==> src/gnpm_pkg.sv <==
// ----------------------------------------------------------------------------
// gnpm_pkg
// Shared types, codes and widths for the grid nearest-point lookup core.
// ----------------------------------------------------------------------------
`default_nettype none

package gnpm_pkg;

    // defaults for the top-level parameters
    localparam int MAX_POINTS_DEF = 64;
    localparam int VALUE_BITS_DEF = 32;

    // field widths
    localparam int OP_W     = 2;
    localparam int COORD_W  = 10;
    localparam int SVAL_W   = 32;
    localparam int SEED_W   = 16;
    localparam int GRID_W   = 9;
    localparam int STATUS_W = 2;
    localparam int TIES_W   = 7;
    localparam int DIST_W   = 11;

    // stream word widths (packed fields padded to whole bytes)
    localparam int S_TDATA_W = 72;
    localparam int S_TUSER_W = OP_W;
    localparam int M_TDATA_W = 48;

    // input word layout
    localparam int S_ROW_LSB  = 0;
    localparam int S_COL_LSB  = 10;
    localparam int S_SVAL_LSB = 20;
    localparam int S_SEED_LSB = 52;

    // output word layout
    localparam int M_STATUS_LSB = 0;
    localparam int M_FOUND_BIT  = 2;
    localparam int M_VALUE_LSB  = 3;
    localparam int M_TIES_LSB   = 35;

    // operation codes
    localparam logic [OP_W-1:0] OP_CLEAR = 2'd0;
    localparam logic [OP_W-1:0] OP_ADD   = 2'd1;
    localparam logic [OP_W-1:0] OP_QUERY = 2'd2;

    // status codes
    localparam logic [STATUS_W-1:0] ST_OK      = 2'd0;
    localparam logic [STATUS_W-1:0] ST_FULL    = 2'd1;
    localparam logic [STATUS_W-1:0] ST_OUTSIDE = 2'd2;

    // register indexes
    localparam logic REG_GRID_ROWS = 1'b0;
    localparam logic REG_GRID_COLS = 1'b1;

    localparam logic [GRID_W-1:0] GRID_RESET = 9'd256;
    localparam logic [SEED_W-1:0] LFSR_TAPS  = 16'hB400;

    // controller -> datapath
    typedef struct packed {
        logic load;     // latch the accepted word
        logic init;     // set up the search state
        logic rd_en;    // read next stored point
        logic commit;   // apply the item and load the result register
    } gnpm_cmd_t;

    // datapath -> controller
    typedef struct packed {
        logic scan_go;  // inside query with at least one stored point
        logic last_rd;  // read address is at the last stored point
        logic busy;     // compare pipeline still holds points
        logic out_free; // result register can take a new word
    } gnpm_stat_t;

endpackage

`default_nettype wire

==> src/gnpm_ctrl.sv <==
// ----------------------------------------------------------------------------
// gnpm_ctrl
// Item sequencer: accept, decode, scan the point table, drain, deliver.
// ----------------------------------------------------------------------------
`default_nettype none

module gnpm_ctrl (
    input  wire                 clk,
    input  wire                 rst_n,
    input  wire                 s_tvalid,
    output logic                s_tready,
    input  wire gnpm_pkg::gnpm_stat_t stat,
    output gnpm_pkg::gnpm_cmd_t  cmd
);

    typedef enum logic [2:0] {
        IDLE,
        DECODE,
        SCAN,
        DRAIN,
        FINISH
    } state_t;

    state_t state_reg;
    state_t state_next;

    always_comb
    begin
        state_next = state_reg;
        case (state_reg)
            IDLE:
            begin
                if (s_tvalid)
                begin
                    state_next = DECODE;
                end
            end
            DECODE:
            begin
                state_next = stat.scan_go ? SCAN : FINISH;
            end
            SCAN:
            begin
                if (stat.last_rd)
                begin
                    state_next = DRAIN;
                end
            end
            DRAIN:
            begin
                if (!stat.busy)
                begin
                    state_next = FINISH;
                end
            end
            FINISH:
            begin
                if (stat.out_free)
                begin
                    state_next = IDLE;
                end
            end
            default:
            begin
                state_next = IDLE;
            end
        endcase
    end

    always_ff @(posedge clk or negedge rst_n)
    begin
        if (!rst_n)
        begin
            state_reg <= IDLE;
        end
        else
        begin
            state_reg <= state_next;
        end
    end

    assign s_tready   = (state_reg == IDLE);
    assign cmd.load   = (state_reg == IDLE) && s_tvalid;
    assign cmd.init   = (state_reg == DECODE);
    assign cmd.rd_en  = (state_reg == SCAN);
    assign cmd.commit = (state_reg == FINISH) && stat.out_free;

endmodule

`default_nettype wire

==> src/gnpm_datapath.sv <==
// ----------------------------------------------------------------------------
// gnpm_datapath
// Point table, grid registers, distance/compare pipeline and result register.
// ----------------------------------------------------------------------------
`default_nettype none

module gnpm_datapath #(
    parameter int MAX_POINTS = gnpm_pkg::MAX_POINTS_DEF,
    parameter int VALUE_BITS = gnpm_pkg::VALUE_BITS_DEF
) (
    input  wire                                   clk,
    input  wire                                   rst_n,
    input  wire gnpm_pkg::gnpm_cmd_t              cmd,
    output gnpm_pkg::gnpm_stat_t                  stat,
    input  wire                                   cfg_we,
    input  wire                                   cfg_index,
    input  wire [gnpm_pkg::GRID_W-1:0]            cfg_data,
    input  wire [gnpm_pkg::OP_W-1:0]              in_op,
    input  wire [gnpm_pkg::COORD_W-1:0]           in_row,
    input  wire [gnpm_pkg::COORD_W-1:0]           in_col,
    input  wire [gnpm_pkg::SVAL_W-1:0]            in_sval,
    input  wire [gnpm_pkg::SEED_W-1:0]            in_seed,
    input  wire                                   m_tready,
    output logic                                  m_tvalid,
    output logic [gnpm_pkg::STATUS_W-1:0]         out_status,
    output logic                                  out_found,
    output logic [gnpm_pkg::SVAL_W-1:0]           out_value,
    output logic [gnpm_pkg::TIES_W-1:0]           out_ties
);

    localparam int AW = (MAX_POINTS > 1) ? $clog2(MAX_POINTS) : 1;
    localparam int CW = $clog2(MAX_POINTS + 1);
    localparam int CRD = gnpm_pkg::COORD_W;
    localparam int MW = 2 * CRD + VALUE_BITS;
    localparam int PW = gnpm_pkg::SEED_W + CW;
    localparam int DW = gnpm_pkg::DIST_W;

    // item
    logic [gnpm_pkg::OP_W-1:0]     op_reg;
    logic [CRD-1:0]                row_reg;
    logic [CRD-1:0]                col_reg;
    logic [gnpm_pkg::SVAL_W-1:0]   sval_reg;
    logic [gnpm_pkg::SEED_W-1:0]   seed_reg;

    // configuration and table fill
    logic [gnpm_pkg::GRID_W-1:0]   rows_reg;
    logic [gnpm_pkg::GRID_W-1:0]   cols_reg;
    logic [CW-1:0]                 count_reg;

    // point table: {value, col, row}
    logic [MW-1:0]                 mem [MAX_POINTS];

    // read stage
    logic [AW-1:0]                 addr_reg;
    logic [MW-1:0]                 rdata_reg;
    logic                          rd_v_reg;

    // distance stage
    logic [DW-1:0]                 dist_reg;
    logic [VALUE_BITS-1:0]         dval_reg;
    logic                          dist_v_reg;

    // search state
    logic [DW-1:0]                 best_reg;
    logic [CW-1:0]                 n_reg;
    logic [gnpm_pkg::SEED_W-1:0]   lfsr_reg;
    logic [VALUE_BITS-1:0]         choice_reg;

    logic                          in_grid;
    logic                          full;
    logic                          do_write;

    logic [CRD-1:0]                p_row;
    logic [CRD-1:0]                p_col;
    logic [CRD:0]                  dr;
    logic [CRD:0]                  dc;
    logic [CRD:0]                  dr_neg;
    logic [CRD:0]                  dc_neg;
    logic [CRD-1:0]                ar;
    logic [CRD-1:0]                ac;

    logic [gnpm_pkg::SEED_W-1:0]   lfsr_step;
    logic [CW-1:0]                 n_inc;
    logic [PW-1:0]                 prod;
    logic [PW-1:0]                 rhs;
    logic                          take_new;
    logic                          is_tie;
    logic [31:0]                   n_wide;

    // query cell inside the grid (negative rows/cols caught by the sign bit)
    assign in_grid = !row_reg[CRD-1] && !col_reg[CRD-1]
                     && (row_reg[gnpm_pkg::GRID_W-1:0] < rows_reg)
                     && (col_reg[gnpm_pkg::GRID_W-1:0] < cols_reg);
    assign full     = (count_reg >= CW'(MAX_POINTS));
    assign do_write = cmd.commit && (op_reg == gnpm_pkg::OP_ADD) && !full;

    assign stat.scan_go  = (op_reg == gnpm_pkg::OP_QUERY) && in_grid && (count_reg != '0);
    assign stat.last_rd  = (CW'(addr_reg) == (count_reg - CW'(1)));
    assign stat.busy     = rd_v_reg || dist_v_reg;
    assign stat.out_free = !m_tvalid || m_tready;

    // Manhattan distance of the fetched point
    assign p_row  = rdata_reg[CRD-1:0];
    assign p_col  = rdata_reg[2*CRD-1:CRD];
    assign dr     = {p_row[CRD-1], p_row} - {row_reg[CRD-1], row_reg};
    assign dc     = {p_col[CRD-1], p_col} - {col_reg[CRD-1], col_reg};
    assign dr_neg = -dr;
    assign dc_neg = -dc;
    assign ar     = dr[CRD] ? dr_neg[CRD-1:0] : dr[CRD-1:0];
    assign ac     = dc[CRD] ? dc_neg[CRD-1:0] : dc[CRD-1:0];

    // tie break: step the LFSR, accept when u * (n+1) > n * 2^16
    assign lfsr_step = {1'b0, lfsr_reg[gnpm_pkg::SEED_W-1:1]}
                       ^ (lfsr_reg[0] ? gnpm_pkg::LFSR_TAPS : '0);
    assign n_inc     = n_reg + CW'(1);
    assign prod      = PW'(lfsr_step) * PW'(n_inc);
    assign rhs       = PW'(n_reg) << gnpm_pkg::SEED_W;
    assign take_new  = ((n_reg == '0) || (dist_reg < best_reg)) && (dist_reg <= best_reg);
    assign is_tie    = (n_reg != '0) && (dist_reg == best_reg);
    assign n_wide    = 32'(n_reg);

    // configuration, fill count, pipeline valids, result valid
    always_ff @(posedge clk or negedge rst_n)
    begin
        if (!rst_n)
        begin
            rows_reg   <= gnpm_pkg::GRID_RESET;
            cols_reg   <= gnpm_pkg::GRID_RESET;
            count_reg  <= '0;
            rd_v_reg   <= 1'b0;
            dist_v_reg <= 1'b0;
            m_tvalid   <= 1'b0;
        end
        else
        begin
            if (cfg_we)
            begin
                if (cfg_index == gnpm_pkg::REG_GRID_ROWS)
                begin
                    rows_reg <= cfg_data;
                end
                else
                begin
                    cols_reg <= cfg_data;
                end
            end
            if (cmd.commit && (op_reg == gnpm_pkg::OP_CLEAR))
            begin
                count_reg <= '0;
            end
            else if (do_write)
            begin
                count_reg <= count_reg + CW'(1);
            end
            rd_v_reg   <= cmd.rd_en;
            dist_v_reg <= rd_v_reg;
            if (cmd.commit)
            begin
                m_tvalid <= 1'b1;
            end
            else if (m_tready)
            begin
                m_tvalid <= 1'b0;
            end
        end
    end

    // point table
    always_ff @(posedge clk)
    begin
        if (do_write)
        begin
            mem[count_reg[AW-1:0]] <= {VALUE_BITS'(sval_reg), col_reg, row_reg};
        end
        if (cmd.rd_en)
        begin
            rdata_reg <= mem[addr_reg];
        end
    end

    // item, search and result payload
    always_ff @(posedge clk)
    begin
        if (cmd.load)
        begin
            op_reg   <= in_op;
            row_reg  <= in_row;
            col_reg  <= in_col;
            sval_reg <= in_sval;
            seed_reg <= in_seed;
        end

        if (cmd.init)
        begin
            addr_reg   <= '0;
            best_reg   <= DW'(rows_reg) + DW'(cols_reg) + DW'(1);
            n_reg      <= '0;
            lfsr_reg   <= (seed_reg == '0) ? gnpm_pkg::SEED_W'(1) : seed_reg;
            choice_reg <= '0;
        end
        else if (cmd.rd_en)
        begin
            addr_reg <= addr_reg + AW'(1);
        end

        if (rd_v_reg)
        begin
            dist_reg <= DW'(ar) + DW'(ac);
            dval_reg <= rdata_reg[MW-1:2*CRD];
        end

        if (dist_v_reg)
        begin
            if (take_new)
            begin
                best_reg   <= dist_reg;
                n_reg      <= CW'(1);
                choice_reg <= dval_reg;
            end
            else if (is_tie)
            begin
                n_reg    <= n_inc;
                lfsr_reg <= lfsr_step;
                if (prod > rhs)
                begin
                    choice_reg <= dval_reg;
                end
            end
        end

        if (cmd.commit)
        begin
            out_status <= gnpm_pkg::ST_OK;
            out_found  <= 1'b0;
            out_value  <= '0;
            out_ties   <= '0;
            case (op_reg)
                gnpm_pkg::OP_ADD:
                begin
                    if (full)
                    begin
                        out_status <= gnpm_pkg::ST_FULL;
                    end
                end
                gnpm_pkg::OP_QUERY:
                begin
                    if (!in_grid)
                    begin
                        out_status <= gnpm_pkg::ST_OUTSIDE;
                    end
                    else if (n_reg != '0)
                    begin
                        out_found <= 1'b1;
                        out_value <= gnpm_pkg::SVAL_W'(choice_reg);
                        out_ties  <= (n_wide > 32'd127) ? 7'd127 : n_wide[6:0];
                    end
                end
                default:
                begin
                    out_status <= gnpm_pkg::ST_OK;
                end
            endcase
        end
    end

endmodule

`default_nettype wire

==> src/grid_nearest_point_manhattan_core.sv <==
// ----------------------------------------------------------------------------
// grid_nearest_point_manhattan_core
// Nearest stored sample point to a grid cell, by Manhattan distance.
// ----------------------------------------------------------------------------
// Each input word clears the point table, adds a point (row, col, value) or
// queries one cell; every word gives exactly one output word. A query scans
// the stored points one per cycle through a single-port table read, a
// registered distance stage and a compare stage, keeping the nearest point;
// equal-distance points are picked uniformly by reservoir choice with a
// 16-bit Galois LFSR (taps 0xB400) seeded from the query word (zero seed
// taken as one). The search limit is grid_rows + grid_cols + 1 inclusive.
// Flow: one word is in the core at a time. Clear, add, out-of-grid
// queries and queries on an empty table go from decode to the result;
// an inside query on a non-empty table reads every stored point, one
// table read per cycle, then drains the distance and compare stages.
// The output register lets the next word be accepted while a result
// still waits on m_tready. Grid registers are written through cfg_we/
// cfg_index/cfg_data (index 0 rows, 1 columns, low 9 bits kept); the user
// must write them only while the core is idle (not enforced). The table
// needs no clearing pass: only entries below the fill count are ever read.
// ----------------------------------------------------------------------------
`default_nettype none

module grid_nearest_point_manhattan_core #(
    parameter int MAX_POINTS = gnpm_pkg::MAX_POINTS_DEF,
    parameter int VALUE_BITS = gnpm_pkg::VALUE_BITS_DEF
) (
    input  wire                              clk,
    input  wire                              rst_n,
    // configuration write port
    input  wire                              cfg_we,
    input  wire                              cfg_index,
    input  wire [gnpm_pkg::GRID_W-1:0]       cfg_data,
    // input word stream
    input  wire                              s_tvalid,
    output logic                             s_tready,
    // row[9:0], col[19:10], sample_value[51:20], seed[67:52], zero pad
    input  wire [gnpm_pkg::S_TDATA_W-1:0]    s_tdata,
    // op[1:0]
    input  wire [gnpm_pkg::S_TUSER_W-1:0]    s_tuser,
    // result word stream
    output logic                             m_tvalid,
    input  wire                              m_tready,
    // status[1:0], found[2], cell_value[34:3], tie_count[41:35], zero pad
    output logic [gnpm_pkg::M_TDATA_W-1:0]   m_tdata
);

    gnpm_pkg::gnpm_cmd_t  cmd;
    gnpm_pkg::gnpm_stat_t stat;

    logic [gnpm_pkg::STATUS_W-1:0] out_status;
    logic                          out_found;
    logic [gnpm_pkg::SVAL_W-1:0]   out_value;
    logic [gnpm_pkg::TIES_W-1:0]   out_ties;

    // sequencer
    gnpm_ctrl u_ctrl (
        .clk      (clk),
        .rst_n    (rst_n),
        .s_tvalid (s_tvalid),
        .s_tready (s_tready),
        .stat     (stat),
        .cmd      (cmd)
    );

    // table, search pipeline and result register
    gnpm_datapath #(
        .MAX_POINTS (MAX_POINTS),
        .VALUE_BITS (VALUE_BITS)
    ) u_dp (
        .clk        (clk),
        .rst_n      (rst_n),
        .cmd        (cmd),
        .stat       (stat),
        .cfg_we     (cfg_we),
        .cfg_index  (cfg_index),
        .cfg_data   (cfg_data),
        .in_op      (s_tuser),
        .in_row     (s_tdata[gnpm_pkg::S_COL_LSB-1:gnpm_pkg::S_ROW_LSB]),
        .in_col     (s_tdata[gnpm_pkg::S_SVAL_LSB-1:gnpm_pkg::S_COL_LSB]),
        .in_sval    (s_tdata[gnpm_pkg::S_SEED_LSB-1:gnpm_pkg::S_SVAL_LSB]),
        .in_seed    (s_tdata[gnpm_pkg::S_SEED_LSB+gnpm_pkg::SEED_W-1:gnpm_pkg::S_SEED_LSB]),
        .m_tready   (m_tready),
        .m_tvalid   (m_tvalid),
        .out_status (out_status),
        .out_found  (out_found),
        .out_value  (out_value),
        .out_ties   (out_ties)
    );

    // result word packing; pad bits stay zero
    assign m_tdata = {6'd0, out_ties, out_value, out_found, out_status};

endmodule

`default_nettype wire

==> config.mk <==
export PLATFORM = sky130hd
export DESIGN_NAME = grid_nearest_point_manhattan_core
export DESIGN_NICKNAME = d
export VERILOG_FILES = /design/src/gnpm_pkg.sv /design/src/gnpm_ctrl.sv /design/src/gnpm_datapath.sv /design/src/grid_nearest_point_manhattan_core.sv
export SDC_FILE = /design/constraint.sdc
export NUM_CORES = 2
export LEC_CHECK = 0
export BUFFER_PORTS_ARGS = -buffer_cell sky130_fd_sc_hd__buf_2
export CORE_UTILIZATION = 25
export CTS_BUF_LIST = sky130_fd_sc_hd__clkbuf_8 sky130_fd_sc_hd__clkbuf_16
export DETAILED_ROUTE_END_ITERATION = 16
export PLACE_DENSITY = 0.4
export SLEW_MARGIN = 40
export SYNTH_ARGS = -nofsm -noshare
export SYNTH_HDL_FRONTEND = slang
export SYNTH_HIERARCHICAL = 1
export SYNTH_SLANG_ARGS = --single-unit
==> constraint.sdc <==
create_clock -name clk -period 16 [get_ports clk]
set_input_delay 0 -clock clk [delete_from_list [all_inputs] [get_ports clk]]
set_output_delay 0 -clock clk [all_outputs]
set_load 0.02 [all_outputs]
# After elaboration in Yosys (flattened, before gate mapping)
# Memories as Yosys holds them, arrays and structs flattened. A register that Yosys moved wholly into a read port is not among the register bits.
# Index checks and enable logic that the tools add are counted.
dict set report totals {
  register_bits 258
  mem_bits_rw 3328
  out_inout_bits 50
  mem_count 1
}
# name depth word_bits rd rd_clocked_by_memory_dff wr line_no
set mem_list {}
lappend mem_list {u_dp.mem 64 52 1 1 1 gnpm_datapath.sv:51} ;# logic [MW-1:0] mem [MAX_POINTS];
dict set report classes {
  addsub 11
  mul 1
  magnitude_cmp 7
  n_eq_ne 12
  mux 37
  bitwise_logic 2
  reduce_logical 32
}
# op n
set op_table {}
lappend op_table {{$mux W32} 5}
lappend op_table {{$mux W16} 6}
lappend op_table {{$mux W7} 7}
lappend op_table {{$mux W11} 3}
lappend op_table {{$gt A23 B23 Y1} 1}
lappend op_table {{$mul A16 B7 Y23} 1}
lappend op_table {{$sub A10 B10 Y11} 2}
lappend op_table {{$mux W10} 2}
lappend op_table {{$neg A10 Y10} 2}
lappend op_table {{$lt A9 B9 Y1} 2}
lappend op_table {{$logic_not A16 Y1} 1}
lappend op_table {{$xor A15 B16 Y16} 1}
lappend op_table {{$mux W3} 5}
lappend op_table {{$pmux W3 S5} 1}
lappend op_table {{$add A7 B1 Y7 const B} 2}
lappend op_table {{$reduce_bool A7 Y1} 2}
lappend op_table {{$logic_and A1 B1 Y1} 12}
lappend op_table {{$add A10 B10 Y11} 1}
lappend op_table {{$add A11 B1 Y11 const B} 1}
lappend op_table {{$eq A11 B11 Y1} 1}
lappend op_table {{$le A11 B11 Y1} 1}
lappend op_table {{$lt A11 B11 Y1} 1}
lappend op_table {{$add A9 B9 Y10} 1}
lappend op_table {{$eq A6 B7 Y1} 1}
lappend op_table {{other kinds (24)} 40}

# Longest topological paths before layout
dict set report depth {
  ltp_word 8
  ltp_mapped 34
  ltp_nobuf 31
}

# By module
# Netlist, hierarchy kept.
# module instances cells_per_inst area_each_um2
set by_module_without_submodules {}
lappend by_module_without_submodules {gnpm_datapath 1 6343 143586.5}
lappend by_module_without_submodules {gnpm_ctrl 1 22 192.7}
lappend by_module_without_submodules {grid_nearest_point_manhattan_core 1 8 56.3}

# Worst setup path before layout
# OpenSTA, ideal clock, no wires.
dict set report synth_timing {
  kind {flip-flop to flip-flop}
  start {register u_dp.n_reg[0]}
  end {register u_dp.choice_reg[10]}
  setup_ns 0.125
  t_arrival_ns 7.915
  t_required_ns 15.875
  path_slack_ns 7.960
  path_stages_with_launch 33
  cell_sequence {dfxtp_1 > inv_1 > buf_1 > ha_1 > clkbuf_1 > and2_1 > fa_1 > fa_1 > fa_1 > inv_1 > fa_1 > inv_1 > ha_1 > clkbuf_1 > and3_1 > and3_1 > a2111o_1 > a31oi_1 > o21bai_1 > a21o_1 > a21oi_1 > xnor2_1 > ha_1 > nand4_1 > a311o_1 > or4_4 > a2111oi_4 > nand4_1 > or4b_1 > buf_6 > buf_12 > nand3_2 > nand3_2}
}
dict set report synth_via {
  elab_chain_len 7
}
# element line_no
set synth_rtl {}
lappend synth_rtl {{start, declared} gnpm_datapath.sv:65} ;# logic [CW-1:0] n_reg;
lappend synth_rtl {{start signal, assigned} gnpm_datapath.sv:222} ;# n_reg <= n_inc;
lappend synth_rtl {{$add A7 B1 Y7} gnpm_datapath.sv:115} ;# assign n_inc = n_reg + CW'(1);
lappend synth_rtl {{$mul A16 B7 Y23} gnpm_datapath.sv:116} ;# assign prod = PW'(lfsr_step) * PW'(n_inc);
lappend synth_rtl {{$gt A23 B23 Y1} gnpm_datapath.sv:224} ;# if (prod > rhs)
lappend synth_rtl {{$mux W32} gnpm_datapath.sv:224}
lappend synth_rtl {{$mux W32} gnpm_datapath.sv:220} ;# else if (is_tie)
lappend synth_rtl {{$mux W32 *} gnpm_datapath.sv:214} ;# if (take_new)
lappend synth_rtl {{$mux W32 *} gnpm_datapath.sv:212} ;# if (dist_v_reg)
lappend synth_rtl {{end signal, assigned} gnpm_datapath.sv:218} ;# choice_reg <= dval_reg;
lappend synth_rtl {{end signal, assigned} gnpm_datapath.sv:226} ;# choice_reg <= dval_reg;
lappend synth_rtl {{end, declared} gnpm_datapath.sv:67} ;# logic [VALUE_BITS-1:0] choice_reg;
# Mark *: on every way between the ends. The rest lies on a longest branch, timed or not.
# A chain may end at the register's enable or synchronous reset.

# Worst setup path after layout
dict set report layout_timing {
  start {register u_dp.n_reg[0]}
  end {register u_dp.choice_reg[2]}
}
# Same word-level chain as after synthesis.

==> summary.txt <==
Status
  – Outcome: completed

Cells and area
  – Layout cell share with drive strength beyond 1: 30.4%
  – Fill count: 55.5k
  – Max FFs per register: 3328
  – Most frequent cells in the layout: edfxtp_1 (3535), mux4_2 (1092), clkbuf_16 (412)
  – Synth-to-layout area growth: 19.0%
  – Nets@finish: 7365
  – Most common cell after layout, fill and taps aside: edfxtp_1

CTS
  – TritonCTS clock tree: done
  – # H-tree levels: 5
  – Clock transition at path regs: 60 ps
  – Post-cts gate resize count: 0
  – Total CTS buffers: 406
  – Clk sinks: 3638
  – Max Buffers Root-to-Sink: 4
  – Clock insertion delay at the later pin of the skew report: 1020 ps
  – Clock Tree Root: clkbuf_16

Job
  – Max_cap viols: 0

Die
  – Die H: 761 um
  – Cell row count: 278
  – Core area: 573000 um^2
  – Initial core utilization: 25.1%
  – Die Area: 578000 um^2
  – I/O pin cnt: 139
  – Die width: 761 um

Power and ir drop
  – Leak: 52.8 nW
  – Share of total power in combinational logic: 9.4%
  – P_int: 16.8 mW
  – Net switching power: 5.49 mW
  – Clk pwr share: 40.7%
  – Total power: 22.3 mW
  – Sequential share of power: 49.9%
  – Net Sw Frac: 24.6%
  – Max VDD drop: 0.0000985 V
  – Pwr Density: 130 nW/um^2

Worst setup path
  – RR Startpoint: u_dp/n_reg[0]
  – Critical path buffer and inverter count: 4
  – Setup CP Type: reg2reg
  – Largest stage delay, worst path: 870 ps
  – Critical path origin: u_dp/n_reg[0]
  – Nature of the critical path endpoint: flop
  – CP max-delay cell: ha_1
  – CP Data Required Time: 16850 ps
  – CP Max Fanout: 31
  – Most used cell, CP: fa_1
  – Top Family by Delay on Critical Path: adder cells
  – WP data arrival: 10390 ps
  – CP startpoint kind: flop

Timing
  – RSZ-0062 raised after global routing: no
  – Min Clock Period, post-route: 9530 ps
  – Hold Slack: 116 ps
  – Rel. slew slack: 40.5%
  – Setup tns final: 0 ps
  – Clock Skews: 84.9 ps
  – Final Cycle Share: 59.6%
  – Final Hold Viols: 0
  – Max Freq: 105 MHz
  – # setup viols final: 0
  – Slew Limit Fails: 0
  – Worst slew pin tran: 892 ps

Synthesis
  – Average size of a mapped cell: 22.6 um^2
  – Ranking of synthesized cells by area: edfxtp_1 (74%), mux4_2 (17%), ha_1 (1.1%)
  – Syn Std Cell Area: 144000 um^2
  – Area leader, netlist: edfxtp_1
  – Cell count after synthesis: 6373
  – Cell variety after synth: 72
  – Seq/Total Area, Yosys: 75.3%
  – Yosys warnings: 6
  – #FFs+latches synth: 3638
  – Post-synth ARST share: 0.852%
  – Synth Flop Type: edfxtp_1
  – Count of flip-flops with a built-in enable after synthesis: 3535
  – Post-synth top area share: 73.8%

Place
  – Port Buf Inserts: 128
  – Gp weighted congestion: 0.739
  – Dpl hpwl: 257000 um

Global routing
  – First-pass GRT wire length: 631000 um
  – Initial antenna violation count: 55
  – Via count of the first global-routing pass: 73.1k
  – Largest net degree at the start of global routing: 113
  – Gr usage total: 15.6%
  – GRT overflow: 0

Detailed routing
  – Vias: 70.2k
  – Vias/cell: 4.69
  – Routed WL per cell: 30.7 um
  – DR DRC count: 0
  – Starting DRT DRC Count: 7196
  – First-pass detailed-route iteration total: 5
  – Antenna Nets Post-Route: 0
  – Final wirelength: 461000 um

Min path
  – HP Class: in2async
==> per-layer routing <==
layer / global-route usage, % / part of all wire, %
met2: 25.5 / 48
met4: 3.11 / 2.0
met5: 0 / 0.0028
met3: 2.08 / 4.9
met1: 22.4 / 45
==> cell usage after synthesis, types with 64 or more instances <==
cell type and number:
dfxtp_1 72, nand3_1 64, fa_1 73, nor2_1 141, mux4_2 1092, a21oi_1 65, nand2_1 117, inv_1 170
edfxtp_1 3535, and2_1 105, clkbuf_1 236, ha_1 125
==> worst register-to-register path: cells and delay by family (launching register included) <==
kind            cells  cell delay, ps
compound gates      7            1780
xor+xnor            1              90
fa+ha+maj           7            3520
buf+inv             4             820
flops               1             650
simple gates        9            2570
==> path summary, 6_finish.rpt <==
path                                 endpoint  slack [ps]  cells after the start
max in group asynchronous    u_dp/cols_reg[8]       15620                      4
setup / recovery           u_dp/choice_reg[2]        6470                     28
hold reg to reg              u_dp/dval_reg[7]         400                      0
hold / removal                  u_dp/m_tvalid         120                      4
min in group clk              u_dp/row_reg[9]         150                      3
setup reg to reg           u_dp/choice_reg[2]        6470                     28
==> power by group through the flow <==
| stage | Combinational, mW | Sequential, mW | Clock [mW] |
|---|---|---|---|
| floorplan | 1.04 | 11.5 | 0 |
| global placement | 2.03 | 11.3 | 0 |
| detailed placement | 2.09 | 11.3 | 0 |
| CTS | 2.13 | 11.1 | 9.32 |
| global route | 2.31 | 11.1 | 9.64 |
| finish | 2.10 | 11.1 | 9.06 |
==> layout make-up <==
class,count,area [um^2],area share (%)
antenna,10,25.0,0.0146
tap,7560,9460,5.53
timing repair buffer,609,5690,3.33
multi-input combinational,2253,34100,19.9
clock buffer,418,10400,6.07
inverter,170,638,0.373
sequential,3638,108000,63.3
clock inverter,331,2410,1.41
==> kinds of logic after synthesis <==
group	synth area share (%)
simple gates	2.25
flops	75.3
mux	17.3
other cells	0.00261
fa+ha+maj	2.10
buf+inv	1.35
compound gates	1.11
xor+xnor	0.499
==> timing repair <==
action                    CTS  global route
buffers inserted            0             0
hold endpoints to repair  178             0
hold buffers              175             0
==> stage by stage <==
step | cell area (um^2) | utilization (%) | std cells | setup slack, ps
6_report | 171000 | 29.9 | 14989 | 6470
5_1_grt | 171000 | 29.9 | 14982 | 6000
4_1_cts | 171000 | 29.8 | 14969 | 6440
3_5_place_dp | 156000 | 27.3 | 14045 | 6460
3_3_place_gp | 155000 | 27.1 | 14005 | 6260
2_1_floorplan | 144000 | - | 6378 | 7960
Power figures use the tool's default switching activity.
